<file path="src/sv/irpd_pkg.sv">
// irpd_pkg: shared types, constants and the command to wheel speed map
// for the infrared remote pulse decoder; no dependencies
`timescale 1ns / 1ps
`default_nettype none

package irpd_pkg;

  // field widths
  localparam int TICK_W   = 16;
  localparam int SPEED_W  = 7;
  localparam int WHEEL_W  = 8;
  localparam int FRAME_W  = 12;
  localparam int CMD_W    = 16;
  localparam int CFG_W    = 16;
  localparam int CFG_IDX_W = 3;

  // default code length, legal range 1 to 16
  localparam int CODE_BITS_DEF = 12;

  // configuration register indexes
  typedef enum logic [CFG_IDX_W-1:0] {
    REG_START_TICKS = 3'd0,
    REG_GUARD_TICKS = 3'd1,
    REG_BIT_TICKS   = 3'd2,
    REG_EXTRA_TICKS = 3'd3,
    REG_BASE_SPEED  = 3'd4
  } cfg_reg_t;

  // register reset values
  localparam logic [TICK_W-1:0]  START_TICKS_RST = 16'd210;
  localparam logic [TICK_W-1:0]  GUARD_TICKS_RST = 16'd60;
  localparam logic [TICK_W-1:0]  BIT_TICKS_RST   = 16'd120;
  localparam logic [TICK_W-1:0]  EXTRA_TICKS_RST = 16'd60;
  localparam logic [SPEED_W-1:0] BASE_SPEED_RST  = 7'd40;

  // mapped command codes
  localparam logic [CMD_W-1:0] CMD_FWD_LEFT  = 16'd2176;
  localparam logic [CMD_W-1:0] CMD_FWD       = 16'd2177;
  localparam logic [CMD_W-1:0] CMD_FWD_RIGHT = 16'd2178;
  localparam logic [CMD_W-1:0] CMD_SPIN_LEFT = 16'd2179;
  localparam logic [CMD_W-1:0] CMD_STOP      = 16'd2180;
  localparam logic [CMD_W-1:0] CMD_SPIN_RGHT = 16'd2181;
  localparam logic [CMD_W-1:0] CMD_REVERSE   = 16'd2183;

  // configuration bundle
  typedef struct packed {
    logic [TICK_W-1:0]  start_ticks;
    logic [TICK_W-1:0]  guard_ticks;
    logic [TICK_W-1:0]  bit_ticks;
    logic [TICK_W-1:0]  extra_ticks;
    logic [SPEED_W-1:0] base_speed;
  } cfg_t;

  // decoded wheel command
  typedef struct packed {
    logic               recognized;
    logic [WHEEL_W-1:0] left_speed;
    logic [WHEEL_W-1:0] right_speed;
  } wheel_t;

  // command code to wheel speeds
  function automatic wheel_t speed_map(input logic [CMD_W-1:0] code,
                                       input logic [SPEED_W-1:0] s);
    wheel_t             w;
    logic [WHEEL_W-1:0] pos;
    logic [WHEEL_W-1:0] neg;
    logic [WHEEL_W-1:0] half;
    pos  = {1'b0, s};
    neg  = ~pos + 8'd1;
    half = {2'b00, s[SPEED_W-1:1]};
    w.recognized  = 1'b1;
    w.left_speed  = '0;
    w.right_speed = '0;
    unique case (code)
      CMD_FWD_LEFT:  begin w.left_speed = half; w.right_speed = pos;  end
      CMD_FWD:       begin w.left_speed = pos;  w.right_speed = pos;  end
      CMD_FWD_RIGHT: begin w.left_speed = pos;  w.right_speed = half; end
      CMD_SPIN_LEFT: begin w.left_speed = neg;  w.right_speed = pos;  end
      CMD_SPIN_RGHT: begin w.left_speed = pos;  w.right_speed = neg;  end
      CMD_REVERSE:   begin w.left_speed = neg;  w.right_speed = neg;  end
      CMD_STOP:      begin w.left_speed = '0;   w.right_speed = '0;   end
      default:       w.recognized = 1'b0;
    endcase
    return w;
  endfunction

endpackage

`default_nettype wire

</file>
<file path="src/sv/irpd_cfg.sv">
// irpd_cfg: configuration register file of the pulse decoder
// depends on irpd_pkg
`timescale 1ns / 1ps
`default_nettype none

module irpd_cfg (
  input  wire logic                          clk,
  input  wire logic                          rst_n,
  input  wire logic                          cfg_we,
  input  wire logic [irpd_pkg::CFG_IDX_W-1:0] cfg_index,
  input  wire logic [irpd_pkg::CFG_W-1:0]     cfg_wdata,
  output irpd_pkg::cfg_t                     cfg
);

  irpd_pkg::cfg_t cfg_r;
  irpd_pkg::cfg_t cfg_nxt;

  // register write decode; unknown indexes are dropped
  always_comb begin
    cfg_nxt = cfg_r;
    if (cfg_we) begin
      unique case (cfg_index)
        irpd_pkg::REG_START_TICKS: cfg_nxt.start_ticks = cfg_wdata;
        irpd_pkg::REG_GUARD_TICKS: cfg_nxt.guard_ticks = cfg_wdata;
        irpd_pkg::REG_BIT_TICKS:   cfg_nxt.bit_ticks   = cfg_wdata;
        irpd_pkg::REG_EXTRA_TICKS: cfg_nxt.extra_ticks = cfg_wdata;
        irpd_pkg::REG_BASE_SPEED:
          cfg_nxt.base_speed = cfg_wdata[irpd_pkg::SPEED_W-1:0];
        default: cfg_nxt = cfg_r;
      endcase
    end
  end

  always_ff @(posedge clk) begin
    if (!rst_n) begin
      cfg_r.start_ticks <= irpd_pkg::START_TICKS_RST;
      cfg_r.guard_ticks <= irpd_pkg::GUARD_TICKS_RST;
      cfg_r.bit_ticks   <= irpd_pkg::BIT_TICKS_RST;
      cfg_r.extra_ticks <= irpd_pkg::EXTRA_TICKS_RST;
      cfg_r.base_speed  <= irpd_pkg::BASE_SPEED_RST;
    end else begin
      cfg_r <= cfg_nxt;
    end
  end

  assign cfg = cfg_r;

endmodule

`default_nettype wire

</file>
<file path="src/sv/irpd_seq.sv">
// irpd_seq: pulse timing state machine, one pin sample per step
// depends on irpd_pkg
`timescale 1ns / 1ps
`default_nettype none

module irpd_seq #(
  parameter int CODE_BITS = irpd_pkg::CODE_BITS_DEF
) (
  input  wire logic                 clk,
  input  wire logic                 rst_n,
  input  wire logic                 step,
  input  wire logic                 pin,
  input  wire irpd_pkg::cfg_t       cfg,
  output logic                      res_valid,
  output logic [CODE_BITS-1:0]      res_code
);

  localparam int IDX_W = $clog2(CODE_BITS + 1);
  localparam logic [IDX_W-1:0] LAST_IDX = IDX_W'(CODE_BITS);

  typedef enum logic [4:0] {
    ST_IDLE  = 5'b00001,
    ST_START = 5'b00010,
    ST_GUARD = 5'b00100,
    ST_BIT   = 5'b01000,
    ST_EXTRA = 5'b10000
  } state_t;

  state_t                       state_r, state_nxt;
  logic [irpd_pkg::TICK_W-1:0]  tick_r, tick_nxt;
  logic [IDX_W-1:0]             idx_r, idx_nxt;
  logic [CODE_BITS-1:0]         code_r, code_nxt;
  logic                         prev_r;

  logic [irpd_pkg::TICK_W-1:0]  tick_inc;
  logic [irpd_pkg::TICK_W-1:0]  st_len;
  logic [irpd_pkg::TICK_W-1:0]  bt_len;
  logic                         guard_zero;
  logic                         extra_zero;
  logic                         frame_done;

  // zero start and bit lengths act as one
  assign st_len     = (cfg.start_ticks == '0) ? 16'd1 : cfg.start_ticks;
  assign bt_len     = (cfg.bit_ticks == '0) ? 16'd1 : cfg.bit_ticks;
  assign guard_zero = (cfg.guard_ticks == '0);
  assign extra_zero = (cfg.extra_ticks == '0);
  assign tick_inc   = tick_r + 16'd1;
  assign frame_done = (idx_r == LAST_IDX);

  // next state for one sample
  always_comb begin
    state_nxt = state_r;
    tick_nxt  = tick_r;
    idx_nxt   = idx_r;
    code_nxt  = code_r;
    res_valid = 1'b0;
    unique case (state_r)
      ST_START: begin
        if (pin) begin
          state_nxt = ST_IDLE;
          tick_nxt  = '0;
        end else if (tick_inc >= st_len) begin
          tick_nxt  = '0;
          state_nxt = guard_zero ? ST_BIT : ST_GUARD;
        end else begin
          tick_nxt = tick_inc;
        end
      end
      ST_GUARD: begin
        if (tick_inc >= cfg.guard_ticks) begin
          state_nxt = ST_BIT;
          tick_nxt  = '0;
        end else begin
          tick_nxt = tick_inc;
        end
      end
      ST_BIT: begin
        if (tick_inc >= bt_len) begin
          // low sample is a one
          if (!pin) code_nxt = code_r | (CODE_BITS'(1) << idx_r);
          idx_nxt   = idx_r + IDX_W'(1);
          res_valid = step && (idx_nxt == LAST_IDX);
          tick_nxt  = '0;
          if (!pin && !extra_zero) state_nxt = ST_EXTRA;
          else if (idx_nxt == LAST_IDX) state_nxt = ST_IDLE;
          else state_nxt = ST_BIT;
        end else begin
          tick_nxt = tick_inc;
        end
      end
      ST_EXTRA: begin
        if (tick_inc >= cfg.extra_ticks) begin
          tick_nxt  = '0;
          state_nxt = frame_done ? ST_IDLE : ST_BIT;
        end else begin
          tick_nxt = tick_inc;
        end
      end
      default: begin
        // idle: falling edge opens the start check, or the guard or bit phase when the start length is one
        state_nxt = ST_IDLE;
        if (prev_r && !pin) begin
          code_nxt = '0;
          idx_nxt  = '0;
          if (st_len == 16'd1) begin
            tick_nxt  = '0;
            state_nxt = guard_zero ? ST_BIT : ST_GUARD;
          end else begin
            tick_nxt  = 16'd1;
            state_nxt = ST_START;
          end
        end
      end
    endcase
  end

  assign res_code = code_nxt;

  always_ff @(posedge clk) begin
    if (!rst_n) begin
      state_r <= ST_IDLE;
      tick_r  <= '0;
      idx_r   <= '0;
      code_r  <= '0;
      prev_r  <= 1'b1;
    end else if (step) begin
      state_r <= state_nxt;
      tick_r  <= tick_nxt;
      idx_r   <= idx_nxt;
      code_r  <= code_nxt;
      prev_r  <= pin;
    end
  end

  // a result only comes out of a bit sample
  a_res_in_bit: assert property (@(posedge clk) disable iff (!rst_n)
    res_valid |-> (state_r == ST_BIT) && step)
    else $error("result outside bit phase");

  // bit counter never passes the code length
  a_idx_range: assert property (@(posedge clk) disable iff (!rst_n)
    idx_r <= LAST_IDX)
    else $error("bit index out of range");

  // the start check is left at once when the pin goes high
  a_start_abort: assert property (@(posedge clk) disable iff (!rst_n)
    step && (state_r == ST_START) && pin |=> state_r == ST_IDLE)
    else $error("start check not abandoned");

endmodule

`default_nettype wire

</file>
<file path="src/sv/ir_remote_pulse_decoder_core.sv">
// ir_remote_pulse_decoder_core: top level of the infrared pulse decoder
// the result is written to the output register as the last-bit item leaves the input register
// throughput: one pin sample per cycle unless stalled, set by the single-step state machine
// a stalled result holds in the output register while one more item waits in the input register
// reset: synchronous active low; registers to defaults, idle, line taken as high
// depends on irpd_pkg, irpd_cfg, irpd_seq
`timescale 1ns / 1ps
`default_nettype none

module ir_remote_pulse_decoder_core #(
  parameter int CODE_BITS = irpd_pkg::CODE_BITS_DEF
) (
  input  wire logic                              clk,
  input  wire logic                              rst_n,
  input  wire logic                              cfg_we,
  input  wire logic [irpd_pkg::CFG_IDX_W-1:0]    cfg_index,
  input  wire logic [irpd_pkg::CFG_W-1:0]        cfg_wdata,
  input  wire logic                              in_valid,
  output logic                                   in_stall,
  input  wire logic                              in_pin_level,
  output logic                                   out_valid,
  input  wire logic                              out_stall,
  output logic [irpd_pkg::FRAME_W-1:0]           out_frame_code,
  output logic                                   out_recognized,
  output logic signed [irpd_pkg::WHEEL_W-1:0]    out_left_speed,
  output logic signed [irpd_pkg::WHEEL_W-1:0]    out_right_speed
);

  irpd_pkg::cfg_t                   cfg;
  irpd_pkg::wheel_t                 wheel;
  logic                             in_valid_r;
  logic                             in_pin_r;
  logic                             step;
  logic                             out_open;
  logic                             res_valid;
  logic [CODE_BITS-1:0]             res_code;
  logic [irpd_pkg::CMD_W-1:0]       res_code_w;
  logic                             out_valid_r;
  logic [irpd_pkg::FRAME_W-1:0]     frame_r;
  irpd_pkg::wheel_t                 wheel_r;

  irpd_cfg u_cfg (
    .clk       (clk),
    .rst_n     (rst_n),
    .cfg_we    (cfg_we),
    .cfg_index (cfg_index),
    .cfg_wdata (cfg_wdata),
    .cfg       (cfg)
  );

  // handshake: step when the result slot is free or draining
  assign out_open = !out_valid_r || !out_stall;
  assign step     = in_valid_r && out_open;
  assign in_stall = in_valid_r && !step;

  // input register
  always_ff @(posedge clk) begin
    if (!rst_n) begin
      in_valid_r <= 1'b0;
    end else if (in_valid && !in_stall) begin
      in_valid_r <= 1'b1;
    end else if (step) begin
      in_valid_r <= 1'b0;
    end
  end

  always_ff @(posedge clk) begin
    if (in_valid && !in_stall) begin
      in_pin_r <= in_pin_level;
    end
  end

  irpd_seq #(
    .CODE_BITS (CODE_BITS)
  ) u_seq (
    .clk       (clk),
    .rst_n     (rst_n),
    .step      (step),
    .pin       (in_pin_r),
    .cfg       (cfg),
    .res_valid (res_valid),
    .res_code  (res_code)
  );

  // full code compared, low bits shown
  assign res_code_w = irpd_pkg::CMD_W'(res_code);
  assign wheel      = irpd_pkg::speed_map(res_code_w, cfg.base_speed);

  // result register
  always_ff @(posedge clk) begin
    if (!rst_n) begin
      out_valid_r <= 1'b0;
    end else if (out_open) begin
      out_valid_r <= res_valid;
    end
  end

  always_ff @(posedge clk) begin
    if (out_open && res_valid) begin
      frame_r <= res_code_w[irpd_pkg::FRAME_W-1:0];
      wheel_r <= wheel;
    end
  end

  assign out_valid       = out_valid_r;
  assign out_frame_code  = frame_r;
  assign out_recognized  = wheel_r.recognized;
  assign out_left_speed  = wheel_r.left_speed;
  assign out_right_speed = wheel_r.right_speed;

  // a waiting result is never dropped
  a_out_hold: assert property (@(posedge clk) disable iff (!rst_n)
    out_valid_r && out_stall |=> out_valid_r)
    else $error("pending result lost");

  // input is held back only while an item sits in the input register and a result waits
  a_stall_full: assert property (@(posedge clk) disable iff (!rst_n)
    in_stall |-> in_valid_r && out_valid_r)
    else $error("spurious input stall");

  // unmapped commands carry zero speeds
  a_unrec_zero: assert property (@(posedge clk) disable iff (!rst_n)
    out_valid_r && !wheel_r.recognized |->
      (wheel_r.left_speed == '0) && (wheel_r.right_speed == '0))
    else $error("speed on unrecognized code");

endmodule

`default_nettype wire
</file>
<file path="config.mk">
export PLATFORM = sky130hd
export DESIGN_NAME = ir_remote_pulse_decoder_core
export DESIGN_NICKNAME = d
export VERILOG_FILES = /design/src/sv/irpd_pkg.sv /design/src/sv/irpd_cfg.sv /design/src/sv/irpd_seq.sv /design/src/sv/ir_remote_pulse_decoder_core.sv
export SDC_FILE = /design/constraint.sdc
export NUM_CORES = 1
export LEC_CHECK = 0
export CAP_MARGIN = 20
export CORE_MARGIN = 8
export CORE_UTILIZATION = 55
export CTS_CLUSTER_DIAMETER = 150
export DETAILED_ROUTE_END_ITERATION = 10
export DONT_BUFFER_PORTS = 1
export HOLD_SLACK_MARGIN = 0.12
export PLACE_DENSITY_LB_ADDON = 0.25
export SLEW_MARGIN = 5
export SYNTH_ARGS = -nofsm -noshare
export SYNTH_HDL_FRONTEND = slang
export SYNTH_SLANG_ARGS = --single-unit
</file>
<file path="constraint.sdc">
create_clock -name clk -period 8.56 [get_ports clk]
set_input_delay 0.428 -clock clk [delete_from_list [all_inputs] [get_ports clk]]
set_output_delay 0.428 -clock clk [all_outputs]
set_load 0.01 [all_outputs]
</file>
Word level (Yosys, flattened, before mapping)
Index checks and enable logic that the tools add are counted.

word-level totals
  word-level logic and storage cells = 117
  flip-flop bits (word level) = 141
  input port bits = 25

operators by class
  $lt $le $gt $ge = 4
  bitwise logic cells = 3
  reduce and logical (&&, ||, !) cells = 32
  equality and inequality tests = 22
  shifts and indexed selects = 1
  multiplexer cells = 35
  $add $sub $neg = 3

operator list
  operator                                                                number
  16-bit two-way mux                                                      8
  16-bit case mux with 6 select lines                                     1
  12-bit equality test, second input constant                             7
  16-bit >= comparator                                                    4
  16-bit logical NOT                                                      4
  16-bit case mux with 4 select lines                                     1
  5-bit two-way mux                                                       8
  12-bit two-way mux                                                      3
  12-bit case mux with 2 select lines                                     1
  4-bit two-way mux                                                       5
  5-bit case mux with 4 select lines                                      1
  16-bit by 1-bit adder with 16-bit output, second input constant         1
  16-bit by 1-bit equality test with 1-bit output, second input constant  1
  12-bit bitwise OR                                                       1
  2-bit AND reduction                                                     6
  1-bit by 4-bit left shift with 12-bit output, first input constant      1
  8-bit by 1-bit adder with 8-bit output, second input constant           1
  4-bit equality test, second input constant                              2
  7-bit NOT with 8-bit output                                             1
  4-bit case mux with 2 select lines                                      1
  1-bit logical AND                                                       7
  7-bit OR reduction                                                      1
  3-bit by 2-bit equality test with 1-bit output, second input constant   2
  1-bit logical NOT                                                       6
  other kinds (18)                                                        26

Depth between registers and ports, before layout
  depth after elaboration = 8
  depth in mapped cells = 19
  depth with buffers taken out = 18

Cells and area by module
From an unflattened synthesis, not the netlist that was laid out.

second synthesis, totals
  cell total of the unflattened synthesis = 887
  area total of the unflattened synthesis = 8,441.8 um2

by module, submodules not included
  module                        area an instance (um2)  cells an instance  times used
  irpd_seq                      4,047.6                 493                1
  irpd_cfg                      2,752.6                 260                1
  ir_remote_pulse_decoder_core  1,641.6                 134                1

Worst setup path before layout
Ideal clock, no wire load.

  kind = register -> register
  start point = register u_seq.tick_r[4] in the netlist's numbering
  end point = register wheel_r, in the netlist out_right_speed[4], data pin
  stages on the path, launching flop included = 19
  arrival time = 3,570 ps
  path slack = 4,729 ps
  cells stage by stage = dfxtp_1 > and3_1 > and3_1 > nand3_1 > inv_1 > nand3_1 > or2_2 > xnor2_1 > ha_1 > nand2_1 > nor2_1 > nand4b_1 > o211a_4 > o21ai_0 > a211oi_4 > nand3_2 > buf_4 > o22ai_1 > a221o_1

RTL lines
  what                    line                                 RTL
  from (decl)             irpd_seq.sv:30                       logic [irpd_pkg::TICK_W-1:0] tick_r, tick_nxt;
  from (signal assigned)  irpd_seq.sv:128                      tick_r <= tick_nxt;
  to (signal assigned)    ir_remote_pulse_decoder_core.sv:101  wheel_r <= wheel;
  to (decl)               ir_remote_pulse_decoder_core.sv:40   irpd_pkg::wheel_t wheel_r;

==> summary.txt <==
Routing
  – WL/cell: 18.5 um
  – M1 WL: 9.50 mm
  – Iter 0 DRT Violations: 564
  – Vias: 6,779
  – Final ANT Viol Nets: 0
  – DR WL met3: 1.16 mm
  – DR top layer: met4
  – Post-route DRC violation count: 0
  – DR vias/cell: 6.01
  – DR pass1 iterations: 5
  – Routed length on met2: 9.69 mm
  – WL final: 20.9 mm

Cells and area
  – Post-Route Utilization: 0.618
  – N_diodes: 0
  – Final instance area: 0.00895 mm^2
  – Layout overhead on the synthesized area: 10.2%
  – Layout cells sized above 1: 0.0614
  – FILL cells: 1,254
  – Commonest non-fill, non-tap cell in the layout: nand2_1
  – Fin nets: 1,029
  – Most frequent cells in the layout: nand2_1, dfxtp_1, inv_1
  – Final Non-Filler Cells: 1,128

GRT
  – Vias in the first global route: 6,280
  – First-pass GRT wire length: 33.4 mm
  – Initial antenna violation count: 0
  – Largest net degree at the start of global routing: 85
  – Global route overflow: 0
  – GRT Util Overall: 0.228

Timing
  – Worst-Margin Slew: 0.975 ns
  – RSZ-0062 raised after global routing: false
  – Final period utilization: 0.546
  – Fmax: 214 MHz
  – Max Clock Skew: 0.00715 ns
  – Hold Fails Final Rpt: 0
  – Final setup vio count: 0
  – Slew Limit Fails: 0
  – Setup slack after layout: 3.89 ns
  – Slew margin rel.: 0.348
  – TNS Setup: 0 ns
  – Final Critical Period: 4.67 ns

Critical path
  – Crit path DAT: 4.98 ns
  – Slowest Stage Delay on Critical Path: 0.51 ns
  – CP bufs+invs: 0
  – CP startpoint kind: flip-flop
  – Most Frequent Cell on Critical Path: ha_1
  – Slowest cell on crit path: dfxtp_1
  – Worst reg2reg endpoint: out_left_speed[3]
  – Origin of the critical flop-to-flop path: u_seq.tick_r[0]
  – Worst Path Required: 8.87 ns
  – CP max FO: 11
  – Critical path class: flip-flop to flip-flop
  – R2R depth: 15
  – Cell Chain, Critical Path: ha_1 -> and3_1 -> nand3_1 -> or2_2 -> xnor2_1 -> ha_1 -> nand2_1 -> nor2_1 -> nand4b_1 -> o211a_4 -> o21a_2 -> a211oi_4 -> nand4_1 -> o32ai_1 -> a21o_1
  – CP Capture Point: out_left_speed[3]
  – Crit. End Element: flip-flop
  – Crit path launch: u_seq.tick_r[0]
  – Top cell family by delay on the critical path: simple AND/OR/NAND/NOR gates
  – Instance count on the critical path: 15
  – Reg-to-reg slack, setup: 3.89 ns

CTS
  – Clock slew at reported path FFs: 0.06 ns
  – Worst-Skew Late Latency: 0.44 ns
  – Post-CTS sizing: 0
  – TritonCTS buffer count: 17
  – CTS tree: done
  – Clock sinks: 141
  – CTS H-tree depth: 4
  – Post-CTS Setup Bufs: 0
  – Bufs on Longest Clock Path: 2
  – CTS root buffer: clkbuf_16

Power
  – LEAKAGE: 3.73 nW
  – PD cells: 179 mW/mm^2
  – Max IR drop VDD: 0.146 mV

Floorplan
  – Starting density of the core: 0.561
  – Chip width: 138 um
  – Die Ht: 138 um
  – Total core area: 0.0145 mm^2
  – Ports: 56
  – Num rows: 44
  – Die Area: 0.0189 mm^2

Hold path
  – Hold path depth: 2
  – Tightest Hold Check Type: primary input to flip-flop

Place
  – Dpl cells: 1,086
  – Worst slack at placement: 3.92 ns
  – Dpl hpwl: 14.6 mm
  – Gpl congestion: 0.884
  – Placed inst area: 0.00821 mm^2
  – Port Buffer Count: 0

Synth
  – Predominant post-synthesis flop cell: dfxtp_1
  – Number of synthesized flops with an enable pin: 30
  – #FFs+latches synth: 141
  – Mapped Nets: 1,040
  – Register area share after synthesis: 0.384
  – FFs w/ async S/R, synth: 0
  – Mapped Cells: 942
  – Syn avg cell area: 8.63 um^2
  – Area leader, netlist: dfxtp_1
  – Synthesized cell area: 0.00813 mm^2
  – Synth cell types: 62
  – Ys Warns: 0
  – Main area contributors after synthesis: dfxtp_1, ha_1, edfxtp_1, nand2_1, a21boi_0
  – Synth top area share: 0.273

Run
  – Max_cap viols: 0

Run status
  – Status: finished clean
==> Yosys cell counts (all sizes together), types with 19 or more instances <==
master	count
dfxtp	111
nor2	28
o21ai	24
inv	80
clkbuf	39
nor3	19
o211ai	22
ha	73
a21oi	27
nand3	40
edfxtp	30
a21boi	57
nand2	178
==> worst register-to-register path, cell delays in order, from the launching register on <==
cell      delay (ns)
dfxtp_1         0.51
ha_1            0.27
and3_1          0.25
nand3_1         0.18
or2_2           0.33
xnor2_1         0.40
ha_1            0.21
nand2_1         0.06
nor2_1          0.21
nand4b_1        0.15
o211a_4         0.29
o21a_2          0.25
a211oi_4        0.38
nand4_1         0.48
o32ai_1         0.44
a21o_1          0.12
==> registers in the layout (all words and copies together), names as in the netlist <==
signal and count:
u_seq.tick_r 16, u_seq.prev_r 1, out_frame_code 12, out_right_speed 8
u_seq.code_r 12, out_recognized 1, in_valid_r 1, u_cfg.cfg 71
out_valid 1, out_left_speed 8, u_seq.state_r 5, u_seq.idx_r 4
in_pin_r 1
==> cells by family (layout without fill, tap and decap cells) <==
family | after synthesis | count (layout) | synth area share
DFF | 141 | 141 | 0.384
AOI/OAI and AO/OA | 232 | 232 | 0.218
buffers and inverters | 124 | 126 | 0.0594
adders and majority gates | 73 | 73 | 0.112
and+or+nand+nor | 353 | 353 | 0.205
xor gates and xnor gates | 18 | 18 | 0.0194
muxes | 1 | 1 | 0.00123
==> layout make-up <==
cell class                 count  area (um^2)  share of cell area
sequential                   141         3120               0.349
tap                          184          230              0.0257
inverter                      80          300              0.0335
clock buffer                  19          464              0.0518
multi-input combinational    677         4520               0.505
clock inverter                13          184              0.0205
timing repair buffer          14          134              0.0150
==> repair_timing <==
action | 4_1_cts | 5_1_grt
hold buffers | 10 | 0
endpoints found under the hold margin | 29 | 0
endpoints found under the setup margin | 0 | 0
==> power breakdown <==
part / internal [mW] / switching [mW] / total [mW]
combinational: 0.0364 / 0.0511 / 0.0875
sequential: 0.690 / 0.0127 / 0.702
clock: 0.514 / 0.300 / 0.814
total: 1.24 / 0.364 / 1.60
==> worst min path at each step <==
stage,slack (ns),endpoint,start
2_1_floorplan,0.44,u_cfg.cfg[55],u_cfg.cfg[55]
3_3_place_gp,0.45,u_cfg.cfg[55],u_cfg.cfg[55]
3_5_place_dp,0.45,u_cfg.cfg[55],u_cfg.cfg[55]
4_1_cts,0.12,u_cfg.cfg[62],cfg_wdata[7]
5_1_grt,0.12,u_cfg.cfg[67],cfg_wdata[12]
6_report,0.13,u_cfg.cfg[62],cfg_wdata[7]
==> per-layer routing <==
| layer | track usage | up-vias |
|---|---|---|
| met2 | 0.360 | 224 |
| met5 | 0 | - |
| met3 | 0.0573 | 35 |
| met1 | 0.294 | 3198 |
| li1 | - | 3322 |
| met4 | 0.0851 | 0 |
==> metrics by stage <==
step,power (mW),hold slack [ns]
detailed placement,0.796,0.452
floorplan,0.781,0.438
finish,1.60,0.130
global route,1.65,0.123
global placement,0.794,0.451
CTS,1.61,0.120
(Power assumes the default switching activity.)
